==> config.mk <==
export PLATFORM = sky130hd
export DESIGN_NAME = retry_backoff_controller
export DESIGN_NICKNAME = d
export VERILOG_FILES = /design/src/hw/rtl/rbc_pkg.sv /design/src/hw/rtl/rbc_cfg_regs.sv /design/src/hw/rtl/rbc_in_stage.sv /design/src/hw/rtl/rbc_core.sv /design/src/hw/rtl/retry_backoff_controller.sv
export SDC_FILE = /design/constraint.sdc
export NUM_CORES = 1
export LEC_CHECK = 0
export ABC_AREA = 1
export ABC_CLOCK_PERIOD_IN_PS = 4570
export BUFFER_PORTS_ARGS = -buffer_cell sky130_fd_sc_hd__buf_2
export CORE_ASPECT_RATIO = 0.7
export CORE_MARGIN = 2
export CORE_UTILIZATION = 29
export CTS_CLUSTER_DIAMETER = 60
export CTS_CLUSTER_SIZE = 10
export DETAILED_ROUTE_END_ITERATION = 16
export PLACE_DENSITY = 0.47
export SLEW_MARGIN = 10
export SYNTH_ARGS = -nofsm -noshare
export SYNTH_HDL_FRONTEND = slang
export SYNTH_SLANG_ARGS = --single-unit
==> constraint.sdc <==
create_clock -name clk_i -period 4.57 [get_ports clk_i]
set_input_delay 0.2285 -clock clk_i [delete_from_list [all_inputs] [get_ports clk_i]]
set_output_delay 0.2285 -clock clk_i [all_outputs]
set_load 0.01 [all_outputs]
==> src/hw/rtl/rbc_pkg.sv <==
`timescale 1ns / 1ps

package rbc_pkg;

  localparam int unsigned ATTEMPT_LIMIT = 1024;
  localparam int unsigned ATTEMPT_W     = 11;
  localparam int unsigned LIMIT_CMP_W   = 17;
  localparam int unsigned BACKOFF_W     = 32;
  localparam int unsigned CLASS_W       = 3;
  localparam int unsigned FUNC_W        = 2;
  localparam int unsigned REG_IDX_W     = 2;
  localparam int unsigned CFG_DATA_W    = 32;

  localparam logic [ATTEMPT_W-1:0] MAX_ATTEMPTS_RST  = 11'd4;
  localparam logic [BACKOFF_W-1:0] FIRST_BACKOFF_RST = 32'd100;
  localparam logic [BACKOFF_W-1:0] BACKOFF_CAP_RST   = 32'd10000;

  localparam logic [CLASS_W-1:0] CLS_OK          = 3'd0;
  localparam logic [CLASS_W-1:0] CLS_UNAVAILABLE = 3'd1;
  localparam logic [CLASS_W-1:0] CLS_IO_ERROR    = 3'd2;
  localparam logic [CLASS_W-1:0] CLS_EXHAUSTED   = 3'd3;

  typedef enum logic [FUNC_W-1:0] {
    FN_BEGIN = 2'd0,
    FN_ACK   = 2'd1,
    FN_FAIL  = 2'd2,
    FN_NONE  = 2'd3
  } func_e;

  typedef enum logic [2:0] {
    PH_IDLE    = 3'd0,
    PH_ACTIVE  = 3'd1,
    PH_BACKOFF = 3'd2,
    PH_DONE    = 3'd3,
    PH_FAILED  = 3'd4
  } phase_e;

  typedef enum logic [2:0] {
    ST_OK         = 3'd0,
    ST_TERMINAL   = 3'd1,
    ST_ACTIVE     = 3'd2,
    ST_IN_BACKOFF = 3'd3,
    ST_BUDGET_OUT = 3'd4,
    ST_NO_ATTEMPT = 3'd5,
    ST_FAILURE_OK = 3'd6,
    ST_BAD_LIMITS = 3'd7
  } status_e;

  typedef enum logic [REG_IDX_W-1:0] {
    REG_MAX_ATTEMPTS  = 2'd0,
    REG_FIRST_BACKOFF = 2'd1,
    REG_BACKOFF_CAP   = 2'd2
  } reg_idx_e;

  typedef struct packed {
    logic [ATTEMPT_W-1:0] max_attempts;
    logic [BACKOFF_W-1:0] first_backoff;
    logic [BACKOFF_W-1:0] backoff_cap;
  } cfg_t;

  typedef struct packed {
    logic                 vld;
    logic [BACKOFF_W-1:0] value;
  } bo_load_t;

endpackage

==> src/hw/rtl/rbc_cfg_regs.sv <==
`timescale 1ns / 1ps

module rbc_cfg_regs (
  input  logic                               clk_i,
  input  logic                               rst_ni,
  input  logic                               cfg_we_i,
  input  logic [rbc_pkg::REG_IDX_W-1:0]      cfg_idx_i,
  input  logic [rbc_pkg::CFG_DATA_W-1:0]     cfg_data_i,
  output rbc_pkg::cfg_t                      cfg_o,
  output rbc_pkg::bo_load_t                  ld_o
);

  rbc_pkg::cfg_t cfg_q, cfg_d;
  logic          ld_first;

  always_comb begin
    cfg_d    = cfg_q;
    ld_first = 1'b0;
    if (cfg_we_i) begin
      unique case (rbc_pkg::reg_idx_e'(cfg_idx_i))
        rbc_pkg::REG_MAX_ATTEMPTS: begin
          cfg_d.max_attempts = cfg_data_i[rbc_pkg::ATTEMPT_W-1:0];
        end
        rbc_pkg::REG_FIRST_BACKOFF: begin
          cfg_d.first_backoff = cfg_data_i[rbc_pkg::BACKOFF_W-1:0];
          ld_first            = 1'b1;
        end
        rbc_pkg::REG_BACKOFF_CAP: begin
          cfg_d.backoff_cap = cfg_data_i[rbc_pkg::BACKOFF_W-1:0];
        end
        default: begin
          cfg_d = cfg_q;
        end
      endcase
    end
  end

  always_ff @(posedge clk_i or negedge rst_ni) begin
    if (!rst_ni) begin
      cfg_q.max_attempts  <= rbc_pkg::MAX_ATTEMPTS_RST;
      cfg_q.first_backoff <= rbc_pkg::FIRST_BACKOFF_RST;
      cfg_q.backoff_cap   <= rbc_pkg::BACKOFF_CAP_RST;
    end else begin
      cfg_q <= cfg_d;
    end
  end

  assign cfg_o     = cfg_q;
  assign ld_o.vld   = ld_first;
  assign ld_o.value = cfg_data_i[rbc_pkg::BACKOFF_W-1:0];

endmodule

==> src/hw/rtl/rbc_in_stage.sv <==
`timescale 1ns / 1ps

module rbc_in_stage #(
  parameter int unsigned TIME_BITS = 48
) (
  input  logic                           clk_i,
  input  logic                           rst_ni,
  input  logic                           s_valid_i,
  output logic                           s_ready_o,
  input  logic [rbc_pkg::FUNC_W-1:0]     s_func_i,
  input  logic [TIME_BITS-1:0]           s_now_i,
  input  logic [rbc_pkg::CLASS_W-1:0]    s_class_i,
  output logic                           valid_o,
  input  logic                           ready_i,
  output rbc_pkg::func_e                 func_o,
  output logic [TIME_BITS-1:0]           now_o,
  output logic [rbc_pkg::CLASS_W-1:0]    class_o
);

  logic                        vld_q;
  rbc_pkg::func_e              func_q;
  logic [TIME_BITS-1:0]        now_q;
  logic [rbc_pkg::CLASS_W-1:0] class_q;

  assign s_ready_o = !vld_q || ready_i;

  always_ff @(posedge clk_i or negedge rst_ni) begin
    if (!rst_ni) begin
      vld_q <= 1'b0;
    end else if (s_ready_o) begin
      vld_q <= s_valid_i;
    end
  end

  always_ff @(posedge clk_i) begin
    if (s_valid_i && s_ready_o) begin
      func_q  <= rbc_pkg::func_e'(s_func_i);
      now_q   <= s_now_i;
      class_q <= s_class_i;
    end
  end

  assign valid_o = vld_q;
  assign func_o  = func_q;
  assign now_o   = now_q;
  assign class_o = class_q;

endmodule

==> src/hw/rtl/rbc_core.sv <==
`timescale 1ns / 1ps

module rbc_core #(
  parameter int unsigned TIME_BITS = 48
) (
  input  logic                              clk_i,
  input  logic                              rst_ni,
  input  rbc_pkg::cfg_t                     cfg_i,
  input  rbc_pkg::bo_load_t                 ld_i,
  input  logic                              in_valid_i,
  output logic                              in_ready_o,
  input  rbc_pkg::func_e                    in_func_i,
  input  logic [TIME_BITS-1:0]              in_now_i,
  input  logic [rbc_pkg::CLASS_W-1:0]       in_class_i,
  output logic                              out_valid_o,
  input  logic                              out_ready_i,
  output rbc_pkg::status_e                  status_o,
  output rbc_pkg::phase_e                   phase_o,
  output logic [rbc_pkg::ATTEMPT_W-1:0]     attempt_o,
  output logic [TIME_BITS-1:0]              nb_ms_o,
  output logic                              nb_valid_o,
  output logic [rbc_pkg::CLASS_W-1:0]       last_class_o,
  output logic                              last_valid_o
);

  localparam int unsigned SUM_W = ((TIME_BITS > rbc_pkg::BACKOFF_W) ?
                                   TIME_BITS : rbc_pkg::BACKOFF_W) + 1;

  rbc_pkg::phase_e                 phase_q, phase_d;
  logic [rbc_pkg::ATTEMPT_W-1:0]   count_q, count_d;
  logic [rbc_pkg::BACKOFF_W-1:0]   cb_q, cb_d;
  logic [TIME_BITS-1:0]            dl_q, dl_d;
  logic                            dlv_q, dlv_d;
  logic [rbc_pkg::CLASS_W-1:0]     last_q, last_d;
  logic                            lv_q, lv_d;

  logic                            out_vld_q;
  rbc_pkg::status_e                status_q, status_d;
  rbc_pkg::phase_e                 ophase_q;
  logic [rbc_pkg::ATTEMPT_W-1:0]   ocount_q;
  logic [TIME_BITS-1:0]            odl_q;
  logic                            odlv_q;
  logic [rbc_pkg::CLASS_W-1:0]     olast_q;
  logic                            olv_q;

  logic                            fire;
  logic                            limits_ok;
  logic                            budget_out;
  logic                            retryable;
  logic [SUM_W-1:0]                dl_sum;
  logic [TIME_BITS-1:0]            dl_sat;
  logic [rbc_pkg::BACKOFF_W:0]     cb_dbl;
  logic [rbc_pkg::BACKOFF_W-1:0]   cb_next;

  assign in_ready_o = !out_vld_q || out_ready_i;
  assign fire       = in_valid_i && in_ready_o;

  assign limits_ok = (cfg_i.max_attempts != '0) &&
                     (rbc_pkg::LIMIT_CMP_W'(cfg_i.max_attempts) <=
                      rbc_pkg::LIMIT_CMP_W'(rbc_pkg::ATTEMPT_LIMIT)) &&
                     (cfg_i.first_backoff != '0) &&
                     (cfg_i.backoff_cap >= cfg_i.first_backoff);
  assign budget_out = count_q >= cfg_i.max_attempts;
  assign retryable  = (in_class_i == rbc_pkg::CLS_UNAVAILABLE) ||
                      (in_class_i == rbc_pkg::CLS_IO_ERROR) ||
                      (in_class_i == rbc_pkg::CLS_EXHAUSTED);

  assign dl_sum = SUM_W'(in_now_i) + SUM_W'(cb_q);
  assign dl_sat = (|dl_sum[SUM_W-1:TIME_BITS]) ? '1 : dl_sum[TIME_BITS-1:0];

  assign cb_dbl  = {cb_q, 1'b0};
  assign cb_next = (cb_q >= cfg_i.backoff_cap) ? cb_q :
                   (cb_dbl < {1'b0, cfg_i.backoff_cap}) ?
                   cb_dbl[rbc_pkg::BACKOFF_W-1:0] : cfg_i.backoff_cap;

  always_comb begin
    phase_d  = phase_q;
    count_d  = count_q;
    cb_d     = cb_q;
    dl_d     = dl_q;
    dlv_d    = dlv_q;
    last_d   = last_q;
    lv_d     = lv_q;
    status_d = rbc_pkg::ST_OK;
    if (fire) begin
      unique case (in_func_i)
        rbc_pkg::FN_BEGIN: begin
          if (!limits_ok) begin
            status_d = rbc_pkg::ST_BAD_LIMITS;
          end else if (phase_q inside {rbc_pkg::PH_DONE, rbc_pkg::PH_FAILED}) begin
            status_d = rbc_pkg::ST_TERMINAL;
          end else if (phase_q == rbc_pkg::PH_ACTIVE) begin
            status_d = rbc_pkg::ST_ACTIVE;
          end else if (phase_q == rbc_pkg::PH_BACKOFF && in_now_i < dl_q) begin
            status_d = rbc_pkg::ST_IN_BACKOFF;
          end else if (budget_out) begin
            status_d = rbc_pkg::ST_BUDGET_OUT;
          end else begin
            count_d = count_q + 1'b1;
            phase_d = rbc_pkg::PH_ACTIVE;
            dlv_d   = 1'b0;
          end
        end
        rbc_pkg::FN_ACK: begin
          if (phase_q != rbc_pkg::PH_ACTIVE) begin
            status_d = rbc_pkg::ST_NO_ATTEMPT;
          end else begin
            phase_d = rbc_pkg::PH_DONE;
            last_d  = rbc_pkg::CLS_OK;
            lv_d    = 1'b1;
            dlv_d   = 1'b0;
          end
        end
        rbc_pkg::FN_FAIL: begin
          if (phase_q != rbc_pkg::PH_ACTIVE) begin
            status_d = rbc_pkg::ST_NO_ATTEMPT;
          end else if (in_class_i == rbc_pkg::CLS_OK) begin
            status_d = rbc_pkg::ST_FAILURE_OK;
          end else begin
            last_d = in_class_i;
            lv_d   = 1'b1;
            if (!retryable || budget_out) begin
              phase_d = rbc_pkg::PH_FAILED;
              dlv_d   = 1'b0;
            end else begin
              phase_d = rbc_pkg::PH_BACKOFF;
              dl_d    = dl_sat;
              dlv_d   = 1'b1;
              cb_d    = cb_next;
            end
          end
        end
        default: begin
          status_d = rbc_pkg::ST_OK;
        end
      endcase
    end else if (ld_i.vld && phase_q == rbc_pkg::PH_IDLE && count_q == '0) begin
      cb_d = ld_i.value;
    end
  end

  always_ff @(posedge clk_i or negedge rst_ni) begin
    if (!rst_ni) begin
      phase_q   <= rbc_pkg::PH_IDLE;
      count_q   <= '0;
      cb_q      <= rbc_pkg::FIRST_BACKOFF_RST;
      dl_q      <= '0;
      dlv_q     <= 1'b0;
      last_q    <= rbc_pkg::CLS_OK;
      lv_q      <= 1'b0;
      out_vld_q <= 1'b0;
    end else begin
      phase_q <= phase_d;
      count_q <= count_d;
      cb_q    <= cb_d;
      dl_q    <= dl_d;
      dlv_q   <= dlv_d;
      last_q  <= last_d;
      lv_q    <= lv_d;
      if (in_ready_o) begin
        out_vld_q <= in_valid_i;
      end
    end
  end

  always_ff @(posedge clk_i) begin
    if (fire) begin
      status_q <= status_d;
      ophase_q <= phase_d;
      ocount_q <= count_d;
      odl_q    <= dlv_d ? dl_d : '0;
      odlv_q   <= dlv_d;
      olast_q  <= lv_d ? last_d : rbc_pkg::CLS_OK;
      olv_q    <= lv_d;
    end
  end

  assign out_valid_o  = out_vld_q;
  assign status_o     = status_q;
  assign phase_o      = ophase_q;
  assign attempt_o    = ocount_q;
  assign nb_ms_o      = odl_q;
  assign nb_valid_o   = odlv_q;
  assign last_class_o = olast_q;
  assign last_valid_o = olv_q;

endmodule

==> src/hw/rtl/retry_backoff_controller.sv <==
`timescale 1ns / 1ps

// Retry controller with an attempt budget and capped exponential backoff. Each
// input word is one event (begin, acknowledged, failed, none) and produces exactly one
// result word with a status code and the controller state after the event. The
// block takes one event per clock cycle while the result port is not stalled. A result
// word is presented after its event has been captured in the input register and the state
// update has loaded the result register; a stall on the result port holds the event back.
// The rate is set by the state update loop, whose longest path is the saturating
// deadline add and the backoff doubling compare. Limits are written through the
// configuration port while no event is in flight; this binds the user, and the block
// itself does not enforce it. No initialization sweep is needed after reset.
module retry_backoff_controller #(
  parameter int unsigned TIME_BITS = 48
) (
  input  logic                                    clk_i,
  input  logic                                    rst_ni,
  input  logic                                    cfg_we_i,
  input  logic [rbc_pkg::REG_IDX_W-1:0]           cfg_idx_i,
  input  logic [rbc_pkg::CFG_DATA_W-1:0]          cfg_data_i,
  input  logic                                    s_axis_tvalid,
  output logic                                    s_axis_tready,
  // now_ms, failure_class
  input  logic [((TIME_BITS+3+7)/8)*8-1:0]        s_axis_tdata,
  // func
  input  logic [rbc_pkg::FUNC_W-1:0]              s_axis_tuser,
  output logic                                    m_axis_tvalid,
  input  logic                                    m_axis_tready,
  // status, phase, attempt_cnt, not_before_ms, not_before_valid,
  // last_class, last_class_valid
  output logic [((TIME_BITS+22+7)/8)*8-1:0]       m_axis_tdata
);

  localparam int unsigned OUT_W  = ((TIME_BITS + 22 + 7) / 8) * 8;
  localparam int unsigned PACK_W = TIME_BITS + 22;

  rbc_pkg::cfg_t                  cfg;
  rbc_pkg::bo_load_t              bo_ld;
  logic                           ev_valid;
  logic                           ev_ready;
  rbc_pkg::func_e                 ev_func;
  logic [TIME_BITS-1:0]           ev_now;
  logic [rbc_pkg::CLASS_W-1:0]    ev_class;
  rbc_pkg::status_e               r_status;
  rbc_pkg::phase_e                r_phase;
  logic [rbc_pkg::ATTEMPT_W-1:0]  r_attempt;
  logic [TIME_BITS-1:0]           r_nb_ms;
  logic                           r_nb_valid;
  logic [rbc_pkg::CLASS_W-1:0]    r_last_class;
  logic                           r_last_valid;
  logic [PACK_W-1:0]              r_packed;

  rbc_cfg_regs u_cfg (
    .clk_i      (clk_i),
    .rst_ni     (rst_ni),
    .cfg_we_i   (cfg_we_i),
    .cfg_idx_i  (cfg_idx_i),
    .cfg_data_i (cfg_data_i),
    .cfg_o      (cfg),
    .ld_o       (bo_ld)
  );

  rbc_in_stage #(
    .TIME_BITS (TIME_BITS)
  ) u_in (
    .clk_i     (clk_i),
    .rst_ni    (rst_ni),
    .s_valid_i (s_axis_tvalid),
    .s_ready_o (s_axis_tready),
    .s_func_i  (s_axis_tuser),
    .s_now_i   (s_axis_tdata[TIME_BITS-1:0]),
    .s_class_i (s_axis_tdata[TIME_BITS+rbc_pkg::CLASS_W-1:TIME_BITS]),
    .valid_o   (ev_valid),
    .ready_i   (ev_ready),
    .func_o    (ev_func),
    .now_o     (ev_now),
    .class_o   (ev_class)
  );

  rbc_core #(
    .TIME_BITS (TIME_BITS)
  ) u_core (
    .clk_i        (clk_i),
    .rst_ni       (rst_ni),
    .cfg_i        (cfg),
    .ld_i         (bo_ld),
    .in_valid_i   (ev_valid),
    .in_ready_o   (ev_ready),
    .in_func_i    (ev_func),
    .in_now_i     (ev_now),
    .in_class_i   (ev_class),
    .out_valid_o  (m_axis_tvalid),
    .out_ready_i  (m_axis_tready),
    .status_o     (r_status),
    .phase_o      (r_phase),
    .attempt_o    (r_attempt),
    .nb_ms_o      (r_nb_ms),
    .nb_valid_o   (r_nb_valid),
    .last_class_o (r_last_class),
    .last_valid_o (r_last_valid)
  );

  assign r_packed = {r_last_valid, r_last_class, r_nb_valid, r_nb_ms,
                     r_attempt, r_phase, r_status};
  assign m_axis_tdata = OUT_W'(r_packed);

endmodule

==> results of run 1 <==
[kinds of logic after synthesis]
group	count (synthesis)	synth area share [%]
simple gates	1030	23.2
buf+inv	406	8.48
compound gates	370	10.5
flops	299	43.2
fa+ha+maj	192	12.8
xor+xnor	35	1.63
other cells	1	0.0200
mux	1	0.0533
[report_power, final]
group	leakage [uW]	switching [uW]	total [uW]	internal, uW
Sequential	0.00334	289	3580	3290
Combinational	0.00703	1580	2430	858
Clock	0.000523	1180	2750	1570
[registers in the layout, summed over array words and instances, names as in the netlist, 11 cells and up]
name and flops:
u_in.now_o 48, u_core.count_q 11, u_core.nb_ms_o 48, u_cfg.cfg_o 75, u_core.dl_q 48, u_core.attempt_o 11
u_core.cb_q 32
[worst reg2reg max path: cells and delay by family (launching register included)]
family	cells	cell delay, ns
flip-flops	1	0.45
AND/OR/NAND/NOR	11	1.96
adder cells (fa/ha/maj)	1	0.35
buffers and inverters	1	0.52
[stage by stage]
stage	cell area (um^2)	util [%]	power [uW]	cells	hold slack [ns]
finish	22500	35.3	8770	3438	0.0488
global route	22500	35.3	9400	3438	0.0841
CTS	22500	35.3	8890	3438	0.0177
detailed placement	20500	32.2	6020	3285	0.407
global placement	20500	32.2	5980	3285	0.406
floorplan	18800	-	5180	2335	-0.0671
[worst paths after layout]
kind	start	end	slack [ns]
max in group asynchronous	rst_ni	u_core.dl_q[23]$_DFF_PN0_	3.14
max	u_in.now_o[31]$_DFFE_PP_	u_core.nb_ms_o[24]$_SDFFCE_PN0P_	1.01
min in group asynchronous	rst_ni	u_cfg.cfg_o[71]$_DFFE_PN0P_	0.37
max reg2reg	u_in.now_o[31]$_DFFE_PP_	u_core.nb_ms_o[24]$_SDFFCE_PN0P_	1.01
min	cfg_idx_i[1]	u_cfg.cfg_o[37]$_DFFE_PN1P_	0.05
min reg2reg	u_cfg.cfg_o[73]$_DFFE_PN0P_	u_cfg.cfg_o[73]$_DFFE_PN0P_	0.49
[cell usage in the layout (no fill, tap or decap), types with 8 or more instances in the layout]
cell and instances:
nand3_2 14, xor2_1 22, nand3_1 96, clkbuf_1 20
inv_1 346, dlygate4sd3_1 88, o21ai_1 8, clkbuf_16 38
buf_2 162, nand4_1 33, nor3_1 33, buf_4 11
xnor2_1 13, dfstp_2 12, nor2_1 242, nor4_1 13
o22ai_1 21, dfrtp_1 164, edfxtp_1 123, ha_1 191
o21a_1 8, o21ai_0 161, a21oi_1 145, nand2_1 567
[layer usage]
| metal | track usage [%] | routed length, um | vias to the layer above |
|---|---|---|---|
| li1 | - | - | 8147 |
| met1 | 28.0 | 31400 | 7598 |
| met2 | 26.2 | 24500 | 361 |
| met3 | 2.56 | 3060 | 48 |
| met4 | 3.07 | 675 | 2 |
| met5 | 1.09 | 92 | - |
[area by class of cell]
type | count | share of cell area, %
clock buffer | 60 | 4.69
multi-input combinational | 1630 | 40.4
inverter | 352 | 5.91
sequential | 299 | 36.1
tap | 829 | 4.62
timing repair buffer | 263 | 8.04
clock inverter | 5 | 0.167
==> results.yml, run 1 <==
clock_tree:
  cts_resized: 0
  cts_max_path_buffers: 3
  postCtsHoldBufs: 88
  cts-root-buf: "clkbuf_16"
  cts_setup_buffers: 0
  cts_buffers: 37
  cts_tree: "yes"
  cts.sinks: 299
  htree_levels: 2
  clock_latency_ns: 0.57
  clkTransAtPathRegs_ns: 0.06
synthesis:
  synth_top_area_cell: "dfrtp_1"
  ys_top_cells_by_count: "nand2_1, inv_1, nor2_1"
  yosys_warnings: 0
  synthArstFlopShare_pct: 58.9
  yosysSeqAreaShare_pct: 43.2
  synth_edf_count: 123
  synth-main-ff-cell: "dfrtp_1"
  yosysMostFrequentCell: "nand2_1"
  synth_area_per_cell_um2: 8.04
  synthDistinctLibCells: 54
  syn_inst: 2334
  synth.top_cell.area_share_pct: 21.9
  synth_area_um2: 18800
  synthTopCellsByArea: "dfrtp_1, edfxtp_1, ha_1, nand2_1, inv_1"
  ys_seq_elements: 299
final_layout:
  nNetsFinal: 2872
  multi_input_area_um2: 9080
  register_area_um2: 8110
  area_growth_pct: 19.7
  n_fill_cell: 6662
  drive_gt1_share_pct: 10.5
  antenna_cells: 0
job:
  max_cap_viol_count: 0
detailed_routing:
  routed_via_density: 4.70
  drt_pass1_iterations: 6
  vias: 16200
  final_antenna_net_count: 0
  post_drt_wl_per_cell_um: 17.4
  route.detailed.drc: 0
  dr.first_iter.drc_count: 978
  routed_wl_mm: 59.8
worst_setup_path:
  critPathLaunchType: "flip-flop"
  path_delay_family: "simple AND/OR/NAND/NOR gates"
  cp.required_ns: 4.84
  cp_num_buf_inv: 1
  cpPeakStageDelay_ns: 0.90
  cp_num_cells: 13
  setup.worst_path.class: "reg -> reg"
  path_common_cell: "nand2_1"
  cp_slowest_cell: "nor4_1"
  worstRegToRegCells: 13
  path_cells: "ha_1 > nand2_1 > nor4_1 > nand2_1 > nor2_1 > nand2_1 > nand3_2 > nand3_1 > nand2_1 > nand2_1 > nand2_2 > buf_4 > nor2_1"
  cp_data_arrival_time_ns: 3.83
  cp-end-kind: "flip-flop"
  critPathMaxFanout: 49
die:
  initial_core_util_pct: 29.5
  io_pins: 171
  coreArea_um2: 63600
  die_w_um: 308
  die-area_um2: 66800
  rows: 77
  die-height_um: 217
place:
  io_buffers: 163
  gp_congestion: 0.886
  hpwlAfterDp_mm: 46.2
  pre_cts_ws_ns: 0.966
global_route:
  grt_overflow: 0
  track_usage_pct: 18.0
  grt_pass1_vias: 15600
  grt_pass1_wl_mm: 92.5
  grt_max_degree: 91
  antenna_found_initial: 0
sta:
  maxSlewHeadroom_pct: 28.2
  setup_violations: 0
  setup-tns-final_ns: 0
  maxClockFrequency_mhz: 281
  clock-skew-final_ns: 0.0336
  slew_violations: 0
  rsz0062_at_grt: "false"
  min_period_over_period_pct: 77.9
  worstMarginPinSlew_ns: 1.07
  finalHoldViolCount: 0
  setup_ws_ns: 1.01
  layout_min_cycle_time_ns: 3.56
pwr:
  cellLeakagePower_uw: 0.0109
  p_per_area_nw_per_um2: 390
  vdd_drop_max_mv: 0.241
hold_path:
  hp-class: "in -> reg"
  holdPathStages: 4
status:
  status: "finished clean"
No activity file was read; power rests on OpenSTA's default activity.
==> run 2: changes to the inputs <==
ABC_CLOCK_PERIOD_IN_PS = 3520   (was 4570)
clock period = 3.52 ns   (was 4.57 ns; I/O delays follow)
==> results.yml, run 2 (synthesis gave the netlist of run 1 again) <==
worst_setup_path:
  critPathLaunchType: "flip-flop"
  cp.required_ns: 3.82
  cp-end-kind: "flip-flop"
  setup.worst_path.class: "reg -> reg"
  critPathMaxFanout: 18
  cp_data_arrival_time_ns: 3.52
global_route:
  track_usage_pct: 18.1
  antenna_found_initial: 0
  grt_pass1_vias: 15900
  grt_overflow: 0
  grt_max_degree: 97
  grt_pass1_wl_mm: 93.3
final_layout:
  area_growth_pct: 20.6
  design_area_um2: 22600
  drive_gt1_share_pct: 11.0
  layout_commonest_cell: "nand2_1"
  nNetsFinal: 2889
  largest_reg_flops: 75
  antenna_cells: 0
  mostFrequentLayoutCells: "nand2_1, inv_1, nor2_1"
sta:
  timing.hold.ws_ns: 0.000596
  slew_violations: 0
  worstMarginPinSlew_ns: 0.899
  layout_min_cycle_time_ns: 3.23
  setup_violations: 0
  setup-tns-final_ns: 0
  maxClockFrequency_mhz: 310
  finalHoldViolCount: 0
  min_period_over_period_pct: 91.7
  maxSlewHeadroom_pct: 40.1
  setup_ws_ns: 0.292
  clock-skew-final_ns: 0.0258
  rsz0062_at_grt: "false"
pwr:
  power_switching_uw: 3960
  switching_share_pct: 34.6
  p_comb_share_pct: 28.2
  clkPwrFrac_pct: 31.1
  finalPower_uw: 11400
  cellLeakagePower_uw: 0.0110
  seqPwrFrac_pct: 40.7
  p_per_area_nw_per_um2: 505
  vdd_drop_max_mv: 0.325
  intPower_uw: 7470
clock_tree:
  cts_max_path_buffers: 3
  cts_buffers: 37
  cts_setup_buffers: 0
  cts_tree: "yes"
  clkTransAtPathRegs_ns: 0.06
  htree_levels: 2
  cts.sinks: 299
  clock_latency_ns: 0.57
  cts-root-buf: "clkbuf_16"
detailed_routing:
  vias: 16200
  routed_wl_mm: 59.8
  routed_via_density: 4.68
  dr.first_iter.drc_count: 1198
  final_antenna_net_count: 0
  route.detailed.drc: 0
  post_drt_wl_per_cell_um: 17.3
  drt_pass1_iterations: 5
place:
  gp_congestion: 0.894
  io_buffers: 163
  pre_cts_ws_ns: 0.230
  placed_cell_area_um2: 20600
  hpwlAfterDp_mm: 47.0
status:
  status: "finished clean"
die:
  coreArea_um2: 63600
  die-height_um: 217
  die-area_um2: 66800
  initial_core_util_pct: 29.5
  io_pins: 171
  rows: 77
  die_w_um: 308
job:
  max_cap_viol_count: 0
hold_path:
  hp-class: "in -> reg"
-- run 2: changes by cell type in the layout (fill, tap and decap cells not counted), sizes merged --
cell | before | now
buf | 175 | 189
clkbuf | 60 | 58
clkinv | 4 | 1
clkinvlp | 1 | 2
dlygate4sd3 | 88 | 91
inv | 352 | 354
-- run 2: area by class of cell --
cell class | count | area, um^2
clock buffers | 58 | 1050
clock inverters | 5 | 36.3
fillers | 6706 | 40900
inverters | 352 | 1330
multi-input cells | 1630 | 9100
flip-flops and latches | 299 | 8110
well taps | 829 | 1040
repair buffers | 280 | 1980
-- run 2: path summary, 6_finish.rpt --
kind                       slack (ns)  depth (start not counted)                       start                                to
setup / recovery                 0.29                         16  u_core.cb_q[0]$_DFFE_PN0P_  u_core.nb_ms_o[19]$_SDFFCE_PN0P_
hold / removal                 0.0006                          3               cfg_data_i[0]       u_cfg.cfg_o[32]$_DFFE_PN0P_
setup reg to reg                 0.29                         16  u_core.cb_q[0]$_DFFE_PN0P_  u_core.nb_ms_o[19]$_SDFFCE_PN0P_
hold reg to reg                  0.48                          2  u_core.last_q[0]$_DFF_PN0_        u_core.last_q[0]$_DFF_PN0_
max in group asynchronous        2.35                          3                      rst_ni         u_core.dl_q[27]$_DFF_PN0_
min in group asynchronous        0.17                          2                      rst_ni       u_core.count_q[0]$_DFF_PN0_
-- run 2: critical path, stage by stage (launching register included) --
cell,delay (ns)
dfrtp_1,0.44
ha_1,0.27
fa_1,0.49
nand3_1,0.12
nand3_2,0.16
nand2_2,0.11
nand3_2,0.11
nand3_2,0.11
nand2_4,0.08
nand3_4,0.08
nand2_4,0.09
nand3_4,0.15
nand2_4,0.20
inv_6,0.24
nand2_1,0.08
o21ai_0,0.12
nor2_1,0.08
-- run 2: layer usage --
layer  vias to the layer above  part of all wire, %  global-route usage, %  wire length (um)
met5                         -                    0                      0                 0
met4                         0                  1.5                   3.28               874
met3                        60                  4.7                   2.63              2810
met2                       352                   41                   26.8             24300
met1                      7588                   53                   28.0             31800
li1                       8172                    -                      -                 -
-- run 2: through the flow --
stage / cells / utilization [%]
after floorplan: 2335 / -
after CTS: 3453 / 35.6
after global routing: 3453 / 35.6
after global placement: 3299 / 32.4
after detailed placement: 3299 / 32.4
final: 3453 / 35.6
-- run 2: repair_timing --
item	CTS	global route
endpoints found under the hold margin	194	0
setup endpoints to repair	0	44
gates resized for setup	0	2
hold buffers	91	0
-- run 2: power groups by stage --
stage	Sequential [uW]	Combinational [uW]	Clock, uW
final	4650	3220	3560
after global routing	4720	3720	3830
after CTS	4670	3240	3680
after detailed placement	4730	3140	0
after global placement	4730	3090	0
after floorplan	4650	2060	0
==> run 3: changes to the inputs <==
RECOVER_POWER = 100   (was unset)
==> results.yml, run 3 (synthesis gave the netlist of run 1 again) <==
pwr:
  cellLeakagePower_uw: 0.0107
  vdd_drop_max_mv: 0.325
  intPower_uw: 7430
  p_per_area_nw_per_um2: 508
  clkPwrFrac_pct: 31.3
  switching_share_pct: 34.8
  power_switching_uw: 3960
  seqPwrFrac_pct: 41.0
  p_comb_share_pct: 27.7
final_layout:
  drive_gt1_share_pct: 6.63
  fin_cells: 3453
  mostFrequentLayoutCells: "nand2_1, inv_1, nor2_1"
  postLayoutCoreUtil_pct: 35.2
  design_area_um2: 22400
  area_growth_pct: 19.4
  antenna_cells: 0
  nNetsFinal: 2889
  largest_reg_flops: 75
  layout_commonest_cell: "nand2_1"
  n_fill_cell: 6744
place:
  io_buffers: 163
  hpwlAfterDp_mm: 47.0
  pre_cts_ws_ns: 0.230
  placed_cell_area_um2: 20600
  numPlacedInstances: 3299
  gp_congestion: 0.894
die:
  die-height_um: 217
  die-area_um2: 66800
  die_w_um: 308
  coreArea_um2: 63600
  rows: 77
  io_pins: 171
  initial_core_util_pct: 29.5
sta:
  maxSlewHeadroom_pct: -81.0
  maxClockFrequency_mhz: 307
  slew_violations: 224
  setup_ws_ns: 0.267
  setup_violations: 0
  clock-skew-final_ns: 0.0273
  setup-tns-final_ns: 0
  worstMarginPinSlew_ns: 2.71
  min_period_over_period_pct: 92.4
  rsz0062_at_grt: "false"
  finalHoldViolCount: 0
  layout_min_cycle_time_ns: 3.25
clock_tree:
  cts.sinks: 299
  cts_buffers: 37
  clkTransAtPathRegs_ns: 0.06
  clock_latency_ns: 0.57
  htree_levels: 2
  cts_setup_buffers: 0
  cts_max_path_buffers: 3
  cts-root-buf: "clkbuf_16"
  cts_tree: "yes"
global_route:
  antenna_found_initial: 0
  track_usage_pct: 18.1
  grt_pass1_vias: 15900
  grt_overflow: 0
  grt_max_degree: 97
  grt_pass1_wl_mm: 93.3
worst_setup_path:
  cp.required_ns: 3.93
  cpPeakStageDelay_ns: 0.55
  worstReg2RegStart: "u_cfg.cfg_o[66]$_DFFE_PN1P_"
  worstSetupStartpoint: "u_cfg.cfg_o[66]$_DFFE_PN1P_"
  setup.worst_path.class: "reg -> reg"
  critPathLaunchType: "flip-flop"
  cp_data_arrival_time_ns: 3.67
  cp-end-kind: "flip-flop"
  cp_slowest_cell: "dfstp_1"
  critPathMaxFanout: 17
  path_cells: "inv_1 > ha_1 > a21oi_1 > o21ai_0 > nand3_1 > nand4_1 > nor2_2 > nand2_2 > inv_2 > clkbuf_2 > buf_4 > o22ai_1 > nor2_1"
detailed_routing:
  post_drt_wl_per_cell_um: 17.4
  drt_pass1_iterations: 5
  final_antenna_net_count: 0
  route.detailed.drc: 0
  routed_wl_mm: 59.9
  dr.first_iter.drc_count: 1235
  routed_via_density: 4.68
  vias: 16200
hold_path:
  hp-class: "in -> reg"
  min_from: "cfg_data_i[0]"
job:
  max_cap_viol_count: 4
status:
  violations: "capacitance limit, slew limit"
  status: "complete, but fails checks"
==> run 3: cell types whose count changed in the layout (fill, tap and decap cells not counted), moves of 9 or more <==
cell	previous run	this run
clkbuf_1	19	115
nand3_1	96	106
buf_2	162	74
buf_4	22	11
nand3_2	13	4
==> run 3: power groups by stage <==
stage | logic (uW) | clock network (uW) | registers, uW
floorplan | 2060 | 0 | 4650
global placement | 3090 | 0 | 4730
detailed placement | 3140 | 0 | 4730
CTS | 3240 | 3680 | 4670
global route | 3660 | 3830 | 4730
finish | 3160 | 3560 | 4660
==> run 3: per-stage QoR <==
step	total power (uW)	hold slack (ns)
floorplan	6710	-0.120
global placement	7820	0.188
detailed placement	7860	0.198
CTS	11600	0.0134
global route	12200	0.0423
finish	11400	0.00123
==> run 3: path summary, 6_finish.rpt <==
path	end	slack, ns	cells past startpoint
worst max-delay path	u_core.nb_ms_o[16]$_SDFFCE_PN0P_	0.27	13
worst min register to register	u_cfg.cfg_o[73]$_DFFE_PN0P_	0.48	2
min in group asynchronous	u_core.count_q[2]$_DFF_PN0_	1.18	2
worst min-delay path	u_cfg.cfg_o[32]$_DFFE_PN0P_	0.001	3
worst max register to register	u_core.nb_ms_o[16]$_SDFFCE_PN0P_	0.27	13
max in group asynchronous	u_cfg.cfg_o[57]$_DFFE_PN0P_	0.59	3
==> run 3: final cells by class <==
cell class / count / area (um^2) / share of cell area (%)
inverters: 352 / 1330 / 5.92
repair buffers: 280 / 1830 / 8.17
clock buffers: 58 / 1050 / 4.67
multi-input cells: 1630 / 9020 / 40.3
flip-flops and latches: 299 / 8110 / 36.2
well taps: 829 / 1040 / 4.63
clock inverters: 5 / 36.3 / 0.162
==> run 3: per-layer routing <==
metal	GRT usage (%)	vias up	part of all wire (%)	wire length, um
li1	-	8170	-	-
met1	28.0	7608	53	31800
met2	26.8	335	41	24400
met3	2.63	58	4.8	2890
met4	3.28	0	1.4	850
met5	0	-	0	0
==> run 3: worst max-delay path, delay by kind of cell, from the launching register on <==
kind	cells	cell delay [ns]
adder cells (fa/ha/maj)	1	0.32
AO/OA/AOI/OAI	3	0.45
buffers and inverters	4	0.95
flip-flops	1	0.55
AND/OR/NAND/NOR	5	0.81
==> run 3: timing repair <==
item / in CTS / in global routing
resized for setup: 0 / 2
hold buffers: 91 / 0
setup endpoints to repair: 0 / 44
endpoints found under the hold margin: 194 / 0
